$ cat src/sv/sfr_pkg.sv
`timescale 1ns / 1ps
// ----------------------------------------------------------------------------
// Sync-length frame receiver package
// Shared widths, codes, reset values and types of the frame receiver.
// ----------------------------------------------------------------------------
package sfr_pkg;

   localparam int FRAME_BYTES_DEF = 64;
   localparam int FIXED_BYTES     = 11;

   localparam int STATUS_W   = 3;
   localparam int BYTE_W     = 8;
   localparam int IDX_W      = 6;
   localparam int PLEN_W     = 6;
   localparam int TICK_W     = 10;
   localparam int LEN_W      = 16;
   localparam int CSR_IDX_W  = 8;
   localparam int CSR_DATA_W = 16;

   localparam logic OP_BYTE = 1'b0;
   localparam logic OP_TICK = 1'b1;

   localparam logic [STATUS_W-1:0] ST_TAKEN    = 3'd0;
   localparam logic [STATUS_W-1:0] ST_BAD_SYNC = 3'd1;
   localparam logic [STATUS_W-1:0] ST_BAD_VER  = 3'd2;
   localparam logic [STATUS_W-1:0] ST_BAD_LEN  = 3'd3;
   localparam logic [STATUS_W-1:0] ST_FRAME    = 3'd4;
   localparam logic [STATUS_W-1:0] ST_TIMEOUT  = 3'd5;

   localparam logic [CSR_IDX_W-1:0] REG_SYNC_WORD   = 8'd0;
   localparam logic [CSR_IDX_W-1:0] REG_VERSION     = 8'd1;
   localparam logic [CSR_IDX_W-1:0] REG_MAX_PAYLOAD = 8'd2;
   localparam logic [CSR_IDX_W-1:0] REG_RX_TIMEOUT  = 8'd3;

   localparam logic [15:0]       SYNC_WORD_RST   = 16'hBEBE;
   localparam logic [BYTE_W-1:0] VERSION_RST     = 8'd100;
   localparam logic [PLEN_W-1:0] MAX_PAYLOAD_RST = 6'd39;
   localparam logic [TICK_W-1:0] RX_TIMEOUT_RST  = 10'd100;

   // Byte counts, after the byte is taken, at which the header checks run.
   localparam int CNT_SYNC_HI = 2;
   localparam int CNT_VERSION = 3;
   localparam int CNT_LEN_LO  = 8;
   localparam int CNT_LEN_HI  = 9;

   typedef struct packed {
      logic [15:0]       sync_word;
      logic [BYTE_W-1:0] frame_version;
      logic [PLEN_W-1:0] max_payload;
      logic [TICK_W-1:0] rx_timeout;
   } cfg_type;

   typedef struct packed {
      logic [STATUS_W-1:0] status;
      logic [BYTE_W-1:0]   frame_byte;
      logic [IDX_W-1:0]    byte_index;
      logic                last;
   } res_type;

endpackage

$ cat src/sv/sfr_req_if.sv
`timescale 1ns / 1ps
// ----------------------------------------------------------------------------
// Request channel
// Carries received bytes and timer ticks into the frame receiver.
// ----------------------------------------------------------------------------
interface sfr_req_if;
   logic                      valid;
   logic                      ready;
   logic                      operation;
   logic [sfr_pkg::BYTE_W-1:0] rx_byte;

   modport source (output valid, output operation, output rx_byte, input ready);
   modport sink   (input valid, input operation, input rx_byte, output ready);
endinterface

$ cat src/sv/sfr_rsp_if.sv
`timescale 1ns / 1ps
// ----------------------------------------------------------------------------
// Response channel
// Carries status results and replayed frame bytes out of the frame receiver.
// ----------------------------------------------------------------------------
interface sfr_rsp_if;
   logic                         valid;
   logic                         ready;
   logic [sfr_pkg::STATUS_W-1:0] status;
   logic [sfr_pkg::BYTE_W-1:0]   frame_byte;
   logic [sfr_pkg::IDX_W-1:0]    byte_index;
   logic                         last;

   modport source (output valid, output status, output frame_byte, output byte_index,
                   output last, input ready);
   modport sink   (input valid, input status, input frame_byte, input byte_index,
                   input last, output ready);
endinterface

$ cat src/sv/sfr_csr_if.sv
`timescale 1ns / 1ps
// ----------------------------------------------------------------------------
// Register write channel
// Carries register index and write data into the frame receiver.
// ----------------------------------------------------------------------------
interface sfr_csr_if;
   logic                           valid;
   logic                           ready;
   logic [sfr_pkg::CSR_IDX_W-1:0]  index;
   logic [sfr_pkg::CSR_DATA_W-1:0] data;

   modport source (output valid, output index, output data, input ready);
   modport sink   (input valid, input index, input data, output ready);
endinterface

$ cat src/sv/sfr_csr.sv
`timescale 1ns / 1ps
// ----------------------------------------------------------------------------
// Frame receiver registers
// Holds sync word, version, payload limit and timeout, written by index.
// ----------------------------------------------------------------------------
module sfr_csr (
   input  logic             clock,
   input  logic             reset,
   sfr_csr_if.sink          csr_chan,
   output sfr_pkg::cfg_type cfg
);

   sfr_pkg::cfg_type cfg_ff;
   sfr_pkg::cfg_type cfg_in;

   assign csr_chan.ready = 1'b1;
   assign cfg = cfg_ff;

   always_comb begin
      cfg_in = cfg_ff;
      if (csr_chan.valid) begin
         case (csr_chan.index)
            sfr_pkg::REG_SYNC_WORD:   cfg_in.sync_word = csr_chan.data;
            sfr_pkg::REG_VERSION:
               cfg_in.frame_version = csr_chan.data[sfr_pkg::BYTE_W-1:0];
            sfr_pkg::REG_MAX_PAYLOAD:
               cfg_in.max_payload = csr_chan.data[sfr_pkg::PLEN_W-1:0];
            sfr_pkg::REG_RX_TIMEOUT:
               cfg_in.rx_timeout = csr_chan.data[sfr_pkg::TICK_W-1:0];
            default: cfg_in = cfg_ff;
         endcase
      end
   end

   always_ff @(posedge clock) begin
      if (reset) begin
         cfg_ff.sync_word     <= sfr_pkg::SYNC_WORD_RST;
         cfg_ff.frame_version <= sfr_pkg::VERSION_RST;
         cfg_ff.max_payload   <= sfr_pkg::MAX_PAYLOAD_RST;
         cfg_ff.rx_timeout    <= sfr_pkg::RX_TIMEOUT_RST;
      end else begin
         cfg_ff <= cfg_in;
      end
   end

endmodule

$ cat src/sv/sfr_frame_mem.sv
`timescale 1ns / 1ps
// ----------------------------------------------------------------------------
// Frame byte memory
// One write port and one read port with registered read data.
// ----------------------------------------------------------------------------
module sfr_frame_mem #(
   parameter int DEPTH = sfr_pkg::FRAME_BYTES_DEF
) (
   input  logic                       clock,
   input  logic                       wr_en,
   input  logic [$clog2(DEPTH)-1:0]   wr_addr,
   input  logic [sfr_pkg::BYTE_W-1:0] wr_data,
   input  logic                       rd_en,
   input  logic [$clog2(DEPTH)-1:0]   rd_addr,
   output logic [sfr_pkg::BYTE_W-1:0] rd_data
);

   logic [sfr_pkg::BYTE_W-1:0] mem [DEPTH];
   logic [sfr_pkg::BYTE_W-1:0] rd_data_ff;

   assign rd_data = rd_data_ff;

   always_ff @(posedge clock) begin
      if (wr_en) begin
         mem[wr_addr] <= wr_data;
      end
   end

   always_ff @(posedge clock) begin
      if (rd_en) begin
         rd_data_ff <= mem[rd_addr];
      end
   end

endmodule

$ cat src/sv/sync_length_frame_receiver.sv
`timescale 1ns / 1ps
// ----------------------------------------------------------------------------
// Sync-length frame receiver
// Collects frame bytes in a memory, checks sync, version and length, times out
// idle frames on ticks and replays a complete frame byte by byte.
// ----------------------------------------------------------------------------
//  Channel   Direction  Carries
//  req_chan  in         operation, rx_byte
//  rsp_chan  out        status, frame_byte, byte_index, last
//  csr_chan  in         index, data (register writes)
//
//  A request that does not finish a frame is taken only when idle with the pending
//  register empty; its response goes via the pending register to the output register.
//  A finished frame of length + 11 bytes is replayed byte by byte via the single read port
//  of the frame memory, each byte in a read then a load state. Reset is synchronous and
//  does not clear the frame memory. A stalled response side holds one result in the
//  output register and one pending; requests wait while that one is full or a replay runs.
// ----------------------------------------------------------------------------
module sync_length_frame_receiver #(
   parameter int FRAME_BYTES = sfr_pkg::FRAME_BYTES_DEF
) (
   input  logic       clock,
   input  logic       reset,
   sfr_req_if.sink    req_chan,
   sfr_rsp_if.source  rsp_chan,
   sfr_csr_if.sink    csr_chan
);

   localparam int AW   = $clog2(FRAME_BYTES);
   localparam int CW   = $clog2(FRAME_BYTES + 1);
   localparam int CMPW = (CW > 8) ? CW : 8;

   localparam logic [1:0] S_IDLE = 2'd0;
   localparam logic [1:0] S_RD   = 2'd1;
   localparam logic [1:0] S_LD   = 2'd2;

   sfr_pkg::cfg_type cfg;

   logic [1:0]                   state_ff, state_in;
   logic                         recv_ff, recv_in;
   logic [CW-1:0]                count_ff, count_in;
   logic [sfr_pkg::PLEN_W-1:0]   plen_ff, plen_in;
   logic [sfr_pkg::TICK_W-1:0]   elapsed_ff, elapsed_in;
   logic [sfr_pkg::BYTE_W-1:0]   byte0_ff, byte0_in;
   logic [sfr_pkg::BYTE_W-1:0]   byte7_ff, byte7_in;
   logic [AW-1:0]                rp_ff, rp_in;
   sfr_pkg::res_type             pend_ff, pend_in;
   logic                         pend_valid_ff, pend_valid_in;
   sfr_pkg::res_type             out_ff, out_in;
   logic                         out_valid_ff, out_valid_in;

   logic                         req_fire;
   logic                         pend_move;
   logic                         mem_wr_en;
   logic [AW-1:0]                mem_wr_addr;
   logic                         mem_rd_en;
   logic [sfr_pkg::BYTE_W-1:0]   mem_rd_data;

   logic [CW-1:0]                cnt_base;
   logic [CW-1:0]                cnt_new;
   logic [sfr_pkg::PLEN_W-1:0]   plen_base;
   logic [sfr_pkg::LEN_W-1:0]    len;
   logic [sfr_pkg::TICK_W-1:0]   el_new;
   logic [sfr_pkg::STATUS_W-1:0] st;
   logic                         rp_last;

   sfr_csr u_csr (
      .clock    (clock),
      .reset    (reset),
      .csr_chan (csr_chan),
      .cfg      (cfg)
   );

   sfr_frame_mem #(
      .DEPTH (FRAME_BYTES)
   ) u_mem (
      .clock   (clock),
      .wr_en   (mem_wr_en),
      .wr_addr (mem_wr_addr),
      .wr_data (req_chan.rx_byte),
      .rd_en   (mem_rd_en),
      .rd_addr (rp_ff),
      .rd_data (mem_rd_data)
   );

   assign req_chan.ready      = (state_ff == S_IDLE) && !pend_valid_ff;
   assign req_fire            = req_chan.valid && req_chan.ready;
   assign pend_move           = pend_valid_ff && (!out_valid_ff || rsp_chan.ready);
   assign rsp_chan.valid      = out_valid_ff;
   assign rsp_chan.status     = out_ff.status;
   assign rsp_chan.frame_byte = out_ff.frame_byte;
   assign rsp_chan.byte_index = out_ff.byte_index;
   assign rsp_chan.last       = out_ff.last;
   assign rp_last             = ((CW'(rp_ff) + 1'b1) == count_ff);

   always_comb begin
      state_in      = state_ff;
      recv_in       = recv_ff;
      count_in      = count_ff;
      plen_in       = plen_ff;
      elapsed_in    = elapsed_ff;
      byte0_in      = byte0_ff;
      byte7_in      = byte7_ff;
      rp_in         = rp_ff;
      pend_in       = pend_ff;
      pend_valid_in = pend_valid_ff && !pend_move;
      out_in        = pend_move ? pend_ff : out_ff;
      out_valid_in  = pend_move || (out_valid_ff && !rsp_chan.ready);
      mem_wr_en     = 1'b0;
      mem_rd_en     = 1'b0;
      cnt_base      = recv_ff ? count_ff : '0;
      cnt_new       = cnt_base + 1'b1;
      plen_base     = recv_ff ? plen_ff : '0;
      mem_wr_addr   = cnt_base[AW-1:0];
      len           = {req_chan.rx_byte, byte7_ff};
      el_new        = elapsed_ff + 1'b1;
      st            = sfr_pkg::ST_TAKEN;

      case (state_ff)
         S_IDLE: begin
            if (req_fire && (req_chan.operation == sfr_pkg::OP_TICK)) begin
               if (recv_ff) begin
                  elapsed_in = el_new;
                  if (el_new >= cfg.rx_timeout) begin
                     st       = sfr_pkg::ST_TIMEOUT;
                     recv_in  = 1'b0;
                     count_in = '0;
                  end
               end
               pend_in       = '{st, '0, sfr_pkg::IDX_W'(count_ff), 1'b1};
               pend_valid_in = 1'b1;
            end else if (req_fire) begin
               if (!recv_ff) begin
                  elapsed_in = '0;
               end
               recv_in   = 1'b1;
               mem_wr_en = 1'b1;
               count_in  = cnt_new;
               plen_in   = plen_base;
               if (cnt_base == '0) begin
                  byte0_in = req_chan.rx_byte;
               end
               if (cnt_new == CW'(sfr_pkg::CNT_LEN_LO)) begin
                  byte7_in = req_chan.rx_byte;
               end
               if (cnt_new == CW'(sfr_pkg::CNT_SYNC_HI)) begin
                  if ((byte0_ff != cfg.sync_word[7:0])
                      || (req_chan.rx_byte != cfg.sync_word[15:8])) begin
                     st = sfr_pkg::ST_BAD_SYNC;
                  end
               end else if (cnt_new == CW'(sfr_pkg::CNT_VERSION)) begin
                  if (req_chan.rx_byte != cfg.frame_version) begin
                     st = sfr_pkg::ST_BAD_VER;
                  end
               end else if (cnt_new == CW'(sfr_pkg::CNT_LEN_HI)) begin
                  if ((len > sfr_pkg::LEN_W'(cfg.max_payload))
                      || (len > sfr_pkg::LEN_W'(FRAME_BYTES - sfr_pkg::FIXED_BYTES))) begin
                     st = sfr_pkg::ST_BAD_LEN;
                  end else begin
                     plen_in = len[sfr_pkg::PLEN_W-1:0];
                  end
               end
               if (st != sfr_pkg::ST_TAKEN) begin
                  recv_in       = 1'b0;
                  count_in      = '0;
                  pend_in       = '{st, '0, sfr_pkg::IDX_W'(cnt_new), 1'b1};
                  pend_valid_in = 1'b1;
               end else if ((cnt_new >= CW'(sfr_pkg::CNT_LEN_HI))
                  && (CMPW'(cnt_new)
                      >= (CMPW'(plen_base) + CMPW'(sfr_pkg::FIXED_BYTES)))) begin
                  rp_in    = '0;
                  state_in = S_RD;
               end else begin
                  pend_in       = '{st, '0, sfr_pkg::IDX_W'(cnt_new), 1'b1};
                  pend_valid_in = 1'b1;
               end
            end
         end
         S_RD: begin
            if (!pend_valid_ff || pend_move) begin
               mem_rd_en = 1'b1;
               state_in  = S_LD;
            end
         end
         S_LD: begin
            pend_in       = '{sfr_pkg::ST_FRAME, mem_rd_data,
                              sfr_pkg::IDX_W'(rp_ff), rp_last};
            pend_valid_in = 1'b1;
            if (rp_last) begin
               recv_in  = 1'b0;
               count_in = '0;
               state_in = S_IDLE;
            end else begin
               rp_in    = rp_ff + 1'b1;
               state_in = S_RD;
            end
         end
         default: begin
            state_in = S_IDLE;
         end
      endcase
   end

   always_ff @(posedge clock) begin
      if (reset) begin
         state_ff      <= S_IDLE;
         recv_ff       <= 1'b0;
         count_ff      <= '0;
         plen_ff       <= '0;
         elapsed_ff    <= '0;
         pend_valid_ff <= 1'b0;
         out_valid_ff  <= 1'b0;
      end else begin
         state_ff      <= state_in;
         recv_ff       <= recv_in;
         count_ff      <= count_in;
         plen_ff       <= plen_in;
         elapsed_ff    <= elapsed_in;
         pend_valid_ff <= pend_valid_in;
         out_valid_ff  <= out_valid_in;
      end
   end

   always_ff @(posedge clock) begin
      byte0_ff <= byte0_in;
      byte7_ff <= byte7_in;
      rp_ff    <= rp_in;
      pend_ff  <= pend_in;
      out_ff   <= out_in;
   end

`ifndef SYNTH
   a_open_count_fits: assert property (@(posedge clock) disable iff (reset)
      (state_ff == S_IDLE) && recv_ff |-> (CMPW'(count_ff) < CMPW'(FRAME_BYTES)))
      else $error("open frame holds a full store while idle");

   a_closed_count_zero: assert property (@(posedge clock) disable iff (reset)
      (state_ff == S_IDLE) && !recv_ff |-> (count_ff == '0))
      else $error("closed frame keeps a byte count");

   a_load_slot_free: assert property (@(posedge clock) disable iff (reset)
      (state_ff == S_LD) |-> !pend_valid_ff)
      else $error("replay load finds the pending register full");

   a_byte_only_on_frame: assert property (@(posedge clock) disable iff (reset)
      out_valid_ff && (out_ff.status != sfr_pkg::ST_FRAME) |-> (out_ff.frame_byte == '0))
      else $error("non-frame response carries a byte");
`endif

endmodule

$ cat src/flat_wrapper.sv
// flat-port wrapper written by rule: the top's interface ports become plain ports
module sync_length_frame_receiver_flat 
#(
   parameter int FRAME_BYTES = sfr_pkg::FRAME_BYTES_DEF
)
  (clock, reset, req_chan_valid, req_chan_operation, req_chan_rx_byte, req_chan_ready, rsp_chan_valid, rsp_chan_status, rsp_chan_frame_byte, rsp_chan_byte_index, rsp_chan_last, rsp_chan_ready, csr_chan_valid, csr_chan_index, csr_chan_data, csr_chan_ready);
  sfr_req_if req_chan_i ();
  sfr_rsp_if rsp_chan_i ();
  sfr_csr_if csr_chan_i ();
  input  logic clock;
  input  logic reset;
  input wire logic [$bits(req_chan_i.valid)-1:0] req_chan_valid;
  input wire logic [$bits(req_chan_i.operation)-1:0] req_chan_operation;
  input wire logic [$bits(req_chan_i.rx_byte)-1:0] req_chan_rx_byte;
  output wire logic [$bits(req_chan_i.ready)-1:0] req_chan_ready;
  output wire logic [$bits(rsp_chan_i.valid)-1:0] rsp_chan_valid;
  output wire logic [$bits(rsp_chan_i.status)-1:0] rsp_chan_status;
  output wire logic [$bits(rsp_chan_i.frame_byte)-1:0] rsp_chan_frame_byte;
  output wire logic [$bits(rsp_chan_i.byte_index)-1:0] rsp_chan_byte_index;
  output wire logic [$bits(rsp_chan_i.last)-1:0] rsp_chan_last;
  input wire logic [$bits(rsp_chan_i.ready)-1:0] rsp_chan_ready;
  input wire logic [$bits(csr_chan_i.valid)-1:0] csr_chan_valid;
  input wire logic [$bits(csr_chan_i.index)-1:0] csr_chan_index;
  input wire logic [$bits(csr_chan_i.data)-1:0] csr_chan_data;
  output wire logic [$bits(csr_chan_i.ready)-1:0] csr_chan_ready;
  assign req_chan_i.valid = req_chan_valid;
  assign req_chan_i.operation = req_chan_operation;
  assign req_chan_i.rx_byte = req_chan_rx_byte;
  assign req_chan_ready = req_chan_i.ready;
  assign rsp_chan_valid = rsp_chan_i.valid;
  assign rsp_chan_status = rsp_chan_i.status;
  assign rsp_chan_frame_byte = rsp_chan_i.frame_byte;
  assign rsp_chan_byte_index = rsp_chan_i.byte_index;
  assign rsp_chan_last = rsp_chan_i.last;
  assign rsp_chan_i.ready = rsp_chan_ready;
  assign csr_chan_i.valid = csr_chan_valid;
  assign csr_chan_i.index = csr_chan_index;
  assign csr_chan_i.data = csr_chan_data;
  assign csr_chan_ready = csr_chan_i.ready;
  sync_length_frame_receiver #(.FRAME_BYTES(FRAME_BYTES)) u_core (.clock(clock), .reset(reset), .req_chan(req_chan_i), .rsp_chan(rsp_chan_i), .csr_chan(csr_chan_i));
endmodule
$ cat config.mk
export PLATFORM = sky130hd
export DESIGN_NAME = sync_length_frame_receiver_flat
export DESIGN_NICKNAME = d
export VERILOG_FILES = /design/src/sv/sfr_pkg.sv /design/src/sv/sfr_req_if.sv /design/src/sv/sfr_rsp_if.sv /design/src/sv/sfr_csr_if.sv /design/src/sv/sfr_csr.sv /design/src/sv/sfr_frame_mem.sv /design/src/sv/sync_length_frame_receiver.sv /design/src/flat_wrapper.sv
export SDC_FILE = /design/constraint.sdc
export NUM_CORES = 1
export LEC_CHECK = 0
export BUFFER_PORTS_ARGS = -buffer_cell sky130_fd_sc_hd__buf_2
export CORE_MARGIN = 3
export CORE_UTILIZATION = 55
export DETAILED_ROUTE_END_ITERATION = 8
export HOLD_SLACK_MARGIN = 0.06
export PLACE_DENSITY = 0.74
export SETUP_SLACK_MARGIN = 0.02
export SLEW_MARGIN = 10
export SYNTH_ARGS = -nofsm -noshare
export SYNTH_HDL_FRONTEND = slang
export SYNTH_SLANG_ARGS = --single-unit
$ cat constraint.sdc
create_clock -name clock -period 7.9 [get_ports clock]
set_input_delay 0.79 -clock clock [delete_from_list [all_inputs] [get_ports clock]]
set_output_delay 0.79 -clock clock [all_outputs]
set_load 0.01 [all_outputs]
==> impl_metrics.yaml, run 1 <==
clock_network:
  path_clk_slew_ns: 0.06
  cts_made_buffers: 66
  cts_root_buffer: "clkbuf_16"
  hold_buffers: 0
  cts_resized: 0
  cts_tree: "done"
  clockBufferDepth: 3
  cts_sinks: 646
  h-tree-depth: 3
  cts_setup_buffers: 0
  clk_latency_ns: 0.59
yosys:
  synth_top_family_by_area: "multiplexers"
  synthMuxAreaShare: 0.154
  synth-seq-cells: 646
  synth.largest_area_cell: "edfxtp_1"
  synth_seq_area_share: 0.716
  avgSynthCellArea_um2: 18.5
  yosysUniqueCellTypes: 55
  synth_xor_area_frac: 0.0168
  netlist_area_um2: 26100
  yosysTopAreaCellShare: 0.664
  synthCells: 1416
  synth_edf_count: 578
  ys_dominant_reg_cell: "edfxtp_1"
  synth_top_cells_by_area: "edfxtp_1 (66%), mux4_2 (14%), dfxtp_1 (5.2%)"
  ys_async_sr_fraction: 0
  synth_nets: 1484
  yosys.area_share.simple: 0.0523
  synth_compound_area_frac: 0.0285
  synth-adder-area-share: 0.0144
  yosysWarnings: 0
pwr:
  p_leak_nw: 9.25
  max-vdd-ir-drop_mv: 0.147
  power_mw: 6.80
  p_sw_frac: 0.199
  pwr-share-seq: 0.550
  p_per_area_nw_per_um2: 235
  p_sw_mw: 1.35
  p_int_mw: 5.45
  p_clk_frac: 0.430
  combPwrFrac: 0.020
routing:
  vias_per_cell: 6.26
  drtAntennaViolNets: 0
  num_vias: 13400
  wl_per_cell_um: 26.1
  drtIter0Drc: 1392
  drt-pass1-iter-count: 5
  routed_wl_um: 56000
  drc: 0
sta:
  finalHoldViolCount: 0
  finalMaxSlewViolations: 0
  maxSlewHeadroom: 0.241
  fmax_mhz: 246
  layout_setup_ws_ns: 3.83
  setup_tns_ns: 0
  period_minus_slack_ns: 4.07
  rsz0062_at_grt: "false"
  fin_crit_sh: 0.515
  setup_violations: 0
  finClkSkew_ns: 0.0237
  tightest_slew_ns: 1.13
grt:
  grt_max_degree: 104
  use_met2: 0.371
  met3_usage: 0.0408
  met1_usage: 0.328
  grt_pass1_vias: 13500
  top_usage_layer: "met2"
  antenna_found_initial: 1
  grtUsageTotal: 0.229
  grt_pass1_wl_um: 85500
  overflow: 0
cells_and_area:
  drive_gt1_frac: 0.217
  area_growth_pct: 10.9
  finalNetCount: 1560
  final_util: 0.620
floorplan:
  ios: 59
  core_area_um2: 46800
  std_cell_rows: 79
  die_area_um2: 50200
  initial_core_util: 0.559
  die-height_um: 224
  die_w_um: 224
worst_setup_path:
  path_class: "reg2reg"
  cp-startpoint: "u_core.recv_ff$_SDFFE_PP0P_"
  cp_slowest_cell: "dfxtp_1"
  regToRegStartpoint: "u_core.recv_ff$_SDFFE_PP0P_"
  path_cells: "nand2_1 -> inv_1 -> ha_1 -> nand3_1 -> or3_1 -> a21oi_1 -> ha_1 -> a21oi_1 -> a21oi_1 -> o2111ai_1 -> nand2_1 -> a22oi_1 -> buf_4"
  slowest_delay_ns: 0.77
  cp_data_required_time_ns: 8.16
  crit_fanout: 21
  cp-start-kind: "flip-flop"
  cp.arrival_ns: 4.33
  crit_top_cell: "a21oi_1"
  worstSetupEndpointType: "flip-flop"
hold_path:
  min_from: "u_core.pend_ff[0]$_SDFFCE_PN1P_"
  hold_class: "reg2reg"
place:
  place.gp.congestion: 0.867
  hpwlAfterDp_um: 33600
  numPortBuffers: 57
  detailedPlace.worstSlack_ns: 3.92
outcome:
  status: "completed"
job:
  maxCapViolCount: 0
==> routing by layer <==
layer,share of wire,vias to the layer above
met3,0.078,71
li1,-,5810
met1,0.41,7012
met5,0,-
met2,0.49,543
met4,0.021,0
==> power groups by stage <==
| stage | Clock [mW] | Combinational, mW | Sequential [mW] |
|---|---|---|---|
| after floorplan | 0 | 0.0491 | 3.81 |
| after global placement | 0 | 0.130 | 3.81 |
| after detailed placement | 0 | 0.135 | 3.81 |
| after CTS | 2.97 | 0.136 | 3.74 |
| after global routing | 3.10 | 0.147 | 3.74 |
| final | 2.92 | 0.135 | 3.74 |
==> synthesized netlist by cell type, types with 5 or more instances <==
cell type,number
and3_1,6
xor2_1,29
clkbuf_1,43
mux2i_1,23
edfxtp_1,578
nor4_1,7
ha_1,30
a21oi_1,23
o21ai_0,22
nor3_1,7
a22oi_1,9
nand3_1,20
or3_1,6
mux4_2,168
xnor2_1,21
dfxtp_1,68
nand2_1,39
and2_1,10
inv_1,30
nor2b_1,22
nor2_1,142
a211o_1,22
nand4_1,12
nand2b_1,5
buf_2,10
buf_6,8
==> through the flow <==
step / instance area, um2 / hold slack, ns / cells
2_1_floorplan: 26100 / 0.400 / 1416
3_3_place_gp: 27000 / 0.402 / 2031
3_5_place_dp: 27000 / 0.405 / 2031
4_1_cts: 29000 / 0.391 / 2145
5_1_grt: 29000 / 0.414 / 2145
6_report: 29000 / 0.417 / 2146
==> sequential cells by signal, summed over array words and instances, names as in the netlist, 2 cells and up <==
signal                      count
u_core.byte0_ff                 8
u_core.rsp_chan.byte_index      6
u_core.state_ff                 2
u_core.u_mem.mem              512
u_core.rsp_chan.status          3
u_core.plen_ff                  6
u_core.rp_ff                    6
u_core.u_mem.rd_data            8
u_core.pend_ff                 18
u_core.elapsed_ff              10
u_core.u_csr.cfg               40
u_core.count_ff                 7
u_core.rsp_chan.frame_byte      8
u_core.byte7_ff                 8
==> path summary, 6_finish.rpt <==
check,to,slack [ns],cells after the start
min reg2reg,u_core.rsp_chan.last$_DFFE_PP_,0.42,0
max,u_core.pend_ff[17]$_SDFFCE_PP1P_,3.83,13
max reg2reg,u_core.pend_ff[17]$_SDFFCE_PP1P_,3.83,13
min,u_core.rsp_chan.last$_DFFE_PP_,0.42,0
==> critical path, delay by kind of cell, from the launching register on <==
kind	cells	cell delay, ns
and+or+nand+nor	4	0.95
DFF	1	0.77
adders and majority gates	2	0.54
AOI/OAI and AO/OA	5	0.92
buffers and inverters	2	0.58
==> cell families after synthesis <==
family | Yosys count
AO/OA/AOI/OAI | 109
XOR/XNOR | 50
adder cells (fa/ha/maj) | 30
buffers and inverters | 99
flip-flops | 646
multiplexers | 192
other | 1
AND/OR/NAND/NOR | 289
==> layout make-up <==
type                    count  area [um2]
clock inverters            22         201
diodes                      1        2.50
well taps                 607         759
inverters                  30         113
flip-flops and latches    646       18700
multi-input cells         671        6950
repair buffers             77         448
fillers                  3193       17800
clock buffers              92        1790
==> cells in the final DEF, fill, tap and decap left out, types with 4 or more instances in the layout <==
cell type and instances:
or3_1 6, nor4_1 7, buf_4 19, and2_1 10
nand2_1 39, mux2i_1 23, a21oi_1 23, a21o_1 4
a31oi_1 4, buf_2 57, nand4_1 12, xor2_1 29
edfxtp_1 578, o2111ai_1 4, clkinv_2 5, mux4_2 168
a211o_1 22, clkinv_1 7, and3_1 6, nor2b_1 22
dfxtp_1 68, nand3_1 20, nor2_1 142, inv_1 30
nor3_1 7, ha_1 30, clkbuf_1 23, clkbuf_16 67
o21ai_0 22, xnor2_1 21, nand2b_1 5, a22oi_1 9
(Power assumes the default switching activity.)
==> inputs of run 2 (changes only) <==
--- a/config.mk
+++ b/config.mk
@@ -5,12 +5,13 @@
 export SDC_FILE = /design/constraint.sdc
 export NUM_CORES = 1
 export LEC_CHECK = 0
+export ABC_AREA = 1
 export BUFFER_PORTS_ARGS = -buffer_cell sky130_fd_sc_hd__buf_2
 export CORE_MARGIN = 3
 export CORE_UTILIZATION = 55
 export DETAILED_ROUTE_END_ITERATION = 8
 export HOLD_SLACK_MARGIN = 0.06
-export PLACE_DENSITY = 0.74
+export PLACE_DENSITY = 0.77
 export SETUP_SLACK_MARGIN = 0.02
 export SLEW_MARGIN = 10
 export SYNTH_ARGS = -nofsm -noshare
==> constraint.sdc (replaced) <==
create_clock -name clock -period 3.3 [get_ports clock]
set_input_delay 0.33 -clock clock [delete_from_list [all_inputs] [get_ports clock]]
set_output_delay 0.33 -clock clock [all_outputs]
set_load 0.01 [all_outputs]
==> run 2 against run 1 <==
Net effect:
- clock power rose by 150%
- setup slack got worse by 3.6 ns
- non-clock buffer count rose by 95
- total power rose by 150%
- area after synthesis rose by 4.1%
- via count rose by 44%
- sequential share of layout area fell by 3.9 points
- first-iteration DRC count rose by 67%
- sequential power rose by 140%
- register-to-register slack got worse by 3.6 ns
- global-route usage rose by 3.1 points
- clock skew barely moved
- critical path type unchanged
- largest cell class unchanged
- largest power group unchanged
==> impl_metrics.yaml, run 2 <==
place:
  place.gp.congestion: 0.886
  detailedPlace.worstSlack_ns: 0.217
  hpwlAfterDp_um: 40600
  numPortBuffers: 57
floorplan:
  std_cell_rows: 80
  die-height_um: 228
  initial_core_util: 0.564
  die_area_um2: 52200
  core_area_um2: 48200
  die_w_um: 228
  ios: 59
worst_setup_path:
  cp-start-kind: "flip-flop"
  crit_fanout: 7
  path_class: "reg2reg"
  regToRegStartpoint: "u_core.recv_ff$_SDFFE_PP0P_"
  critical_path_buf_inv_count: 3
  critPathTopFamily: "simple AND/OR/NAND/NOR gates"
  reg2reg_to: "u_core.rp_ff[0]$_SDFFCE_PN0P_"
  crit_top_cell: "nand3_1"
  cp_data_required_time_ns: 3.61
  r2r_slack_ns: 0.25
  worstSetupEndpointType: "flip-flop"
  cp_slowest_cell: "dfxtp_2"
  cp.arrival_ns: 3.37
  slowest_delay_ns: 0.37
  path_cells: "nand2_2 -> inv_4 -> ha_1 -> inv_1 -> nor2_2 -> nand3_1 -> nand3_2 -> nand2_4 -> ha_1 -> nand3_1 -> nor3_1 -> nor2_1 -> a21oi_2 -> or2_1 -> nand3_1 -> nor2_1 -> buf_4"
  ff2ff_path_depth: 17
routing:
  drtAntennaViolNets: 0
  routed_wl_um: 68700
  drtIter0Drc: 2321
  num_vias: 19400
  vias_per_cell: 6.00
  drc: 0
  drt-pass1-iter-count: 6
  wl_per_cell_um: 21.3
outcome:
  status: "completed"
yosys:
  avgSynthCellArea_um2: 11.3
  yosysUniqueCellTypes: 46
  synthCells: 2412
  synth_edf_count: 578
  synth_seq_area_share: 0.688
  netlist_area_um2: 27200
  ys_async_sr_fraction: 0
  ys_dominant_reg_cell: "edfxtp_1"
  yosys-top-cells-count: "edfxtp_1 (578), nor2_1 (436), o21ai_0 (332), nand2_1 (285), o22ai_1 (126)"
  synth-seq-cells: 646
  yosysWarnings: 0
  synth_top_cells_by_area: "edfxtp_1 (64%), o21ai_0 (6.1%), nor2_1 (6.0%)"
  yosysTopAreaCellShare: 0.638
  yosysMostFrequentCell: "edfxtp_1"
  synth_nets: 2480
  synth.largest_area_cell: "edfxtp_1"
cells_and_area:
  top_register: "u_core.u_mem.mem"
  layout_commonest_cell: "edfxtp_1"
  final_util: 0.639
  area_growth_pct: 13.4
  drive_gt1_frac: 0.116
  finalNetCount: 2589
  largest_register_ffs: 512
  n_antenna_cell: 0
  layout_common_cells: "edfxtp_1 (578), nor2_1 (435), o21ai_0 (332)"
  fill_cells: 3581
clock_network:
  cts_made_buffers: 66
  cts_sinks: 646
  path_clk_slew_ns: 0.06
  cts_tree: "done"
  clk_latency_ns: 0.61
  h-tree-depth: 3
  clockBufferDepth: 3
  cts_root_buffer: "clkbuf_16"
pwr:
  p_leak_nw: 11.2
  max-vdd-ir-drop_mv: 0.475
  p_per_area_nw_per_um2: 541
sta:
  finalMaxSlewViolations: 0
  rsz0062_at_grt: "false"
  finalHoldViolCount: 0
  setup_tns_ns: 0
  tightest_slew_ns: 0.890
  finClkSkew_ns: 0.0234
  fmax_mhz: 327
  period_minus_slack_ns: 3.05
  maxSlewHeadroom: 0.404
  layout_setup_ws_ns: 0.246
  setup_violations: 0
  fin_crit_sh: 0.925
job:
  maxCapViolCount: 0
grt:
  grtUsageTotal: 0.261
  grt_pass1_wl_um: 106000
  overflow: 0
  grt_pass1_vias: 19000
  grt_max_degree: 131
  antenna_found_initial: 0
hold_path:
  min_from: "req_chan_rx_byte[3]"
  hold_class: "in2reg"
  hold_end: "u_core.byte0_ff[3]$_DFFE_PP_"
  hold_depth: 1
-- run 2: metrics by stage --
step / std cells / hold slack, ns / area (um2) / power (mW)
floorplan: 2412 / 0.400 / 27200 / 9.33
global placement: 3090 / 0.404 / 28500 / 9.55
detailed placement: 3090 / 0.405 / 28500 / 9.56
CTS: 3226 / 0.0733 / 30800 / 16.8
global route: 3226 / 0.0911 / 30800 / 17.1
finish: 3226 / 0.0834 / 30800 / 16.7
-- run 2: area by class of cell --
class | instances | area [um2] | share of cell area
repair buffers | 172 | 1290 | 0.0419
inverters | 135 | 514 | 0.0167
clock inverters | 35 | 338 | 0.0110
flip-flops and latches | 646 | 18700 | 0.607
well taps | 656 | 821 | 0.0266
multi-input cells | 1500 | 7410 | 0.240
clock buffers | 82 | 1750 | 0.0569
-- run 2: worst max-delay path by stage --
| stage | from | end | slack [ns] | cells past startpoint |
|---|---|---|---|---|
| after floorplan | u_core.recv_ff$_SDFFE_PP0P_ | u_core.rp_ff[0]$_SDFFCE_PN0P_ | 0.13 | 18 |
| after global placement | u_core.count_ff[1]$_SDFFE_PP0P_ | u_core.rp_ff[3]$_SDFFCE_PN0P_ | 0.31 | 19 |
| after detailed placement | u_core.count_ff[1]$_SDFFE_PP0P_ | u_core.rp_ff[4]$_SDFFCE_PN0P_ | 0.22 | 17 |
| after CTS | u_core.count_ff[1]$_SDFFE_PP0P_ | u_core.rp_ff[0]$_SDFFCE_PN0P_ | 0.14 | 17 |
| after global routing | u_core.recv_ff$_SDFFE_PP0P_ | u_core.rp_ff[0]$_SDFFCE_PN0P_ | 0.04 | 17 |
| final | u_core.recv_ff$_SDFFE_PP0P_ | u_core.rp_ff[0]$_SDFFCE_PN0P_ | 0.25 | 17 |
-- run 2: cells by family after synthesis --
| group | Yosys count | synth area share |
|---|---|---|
| buf+inv | 266 | 0.0402 |
| other cells | 1 | 0.000138 |
| compound gates | 612 | 0.125 |
| xor+xnor | 18 | 0.00580 |
| flops | 646 | 0.688 |
| fa+ha+maj | 30 | 0.0138 |
| simple gates | 839 | 0.127 |
-- run 2: routing by layer --
layer | up-vias | routed length [um] | global-route usage
li1 | 8806 | - | -
met1 | 9273 | 26400 | 0.339
met2 | 1057 | 33600 | 0.436
met3 | 218 | 5650 | 0.0415
met4 | 0 | 3090 | 0.117
met5 | - | 0 | 0
-- run 2: power by group --
group	switching, mW	leakage [nW]	internal (mW)	total [mW]
sequential	0.0244	5.78	8.95	8.98
clock	3.08	1.02	4.20	7.27
combinational	0.327	4.39	0.115	0.442
-- run 2: repair_timing --
action                                  CTS  global route
resized for setup                         0             7
hold buffers                             19             0
hold endpoints to repair                 25             0
endpoints found under the setup margin    0            24
setup buffers                             0             0
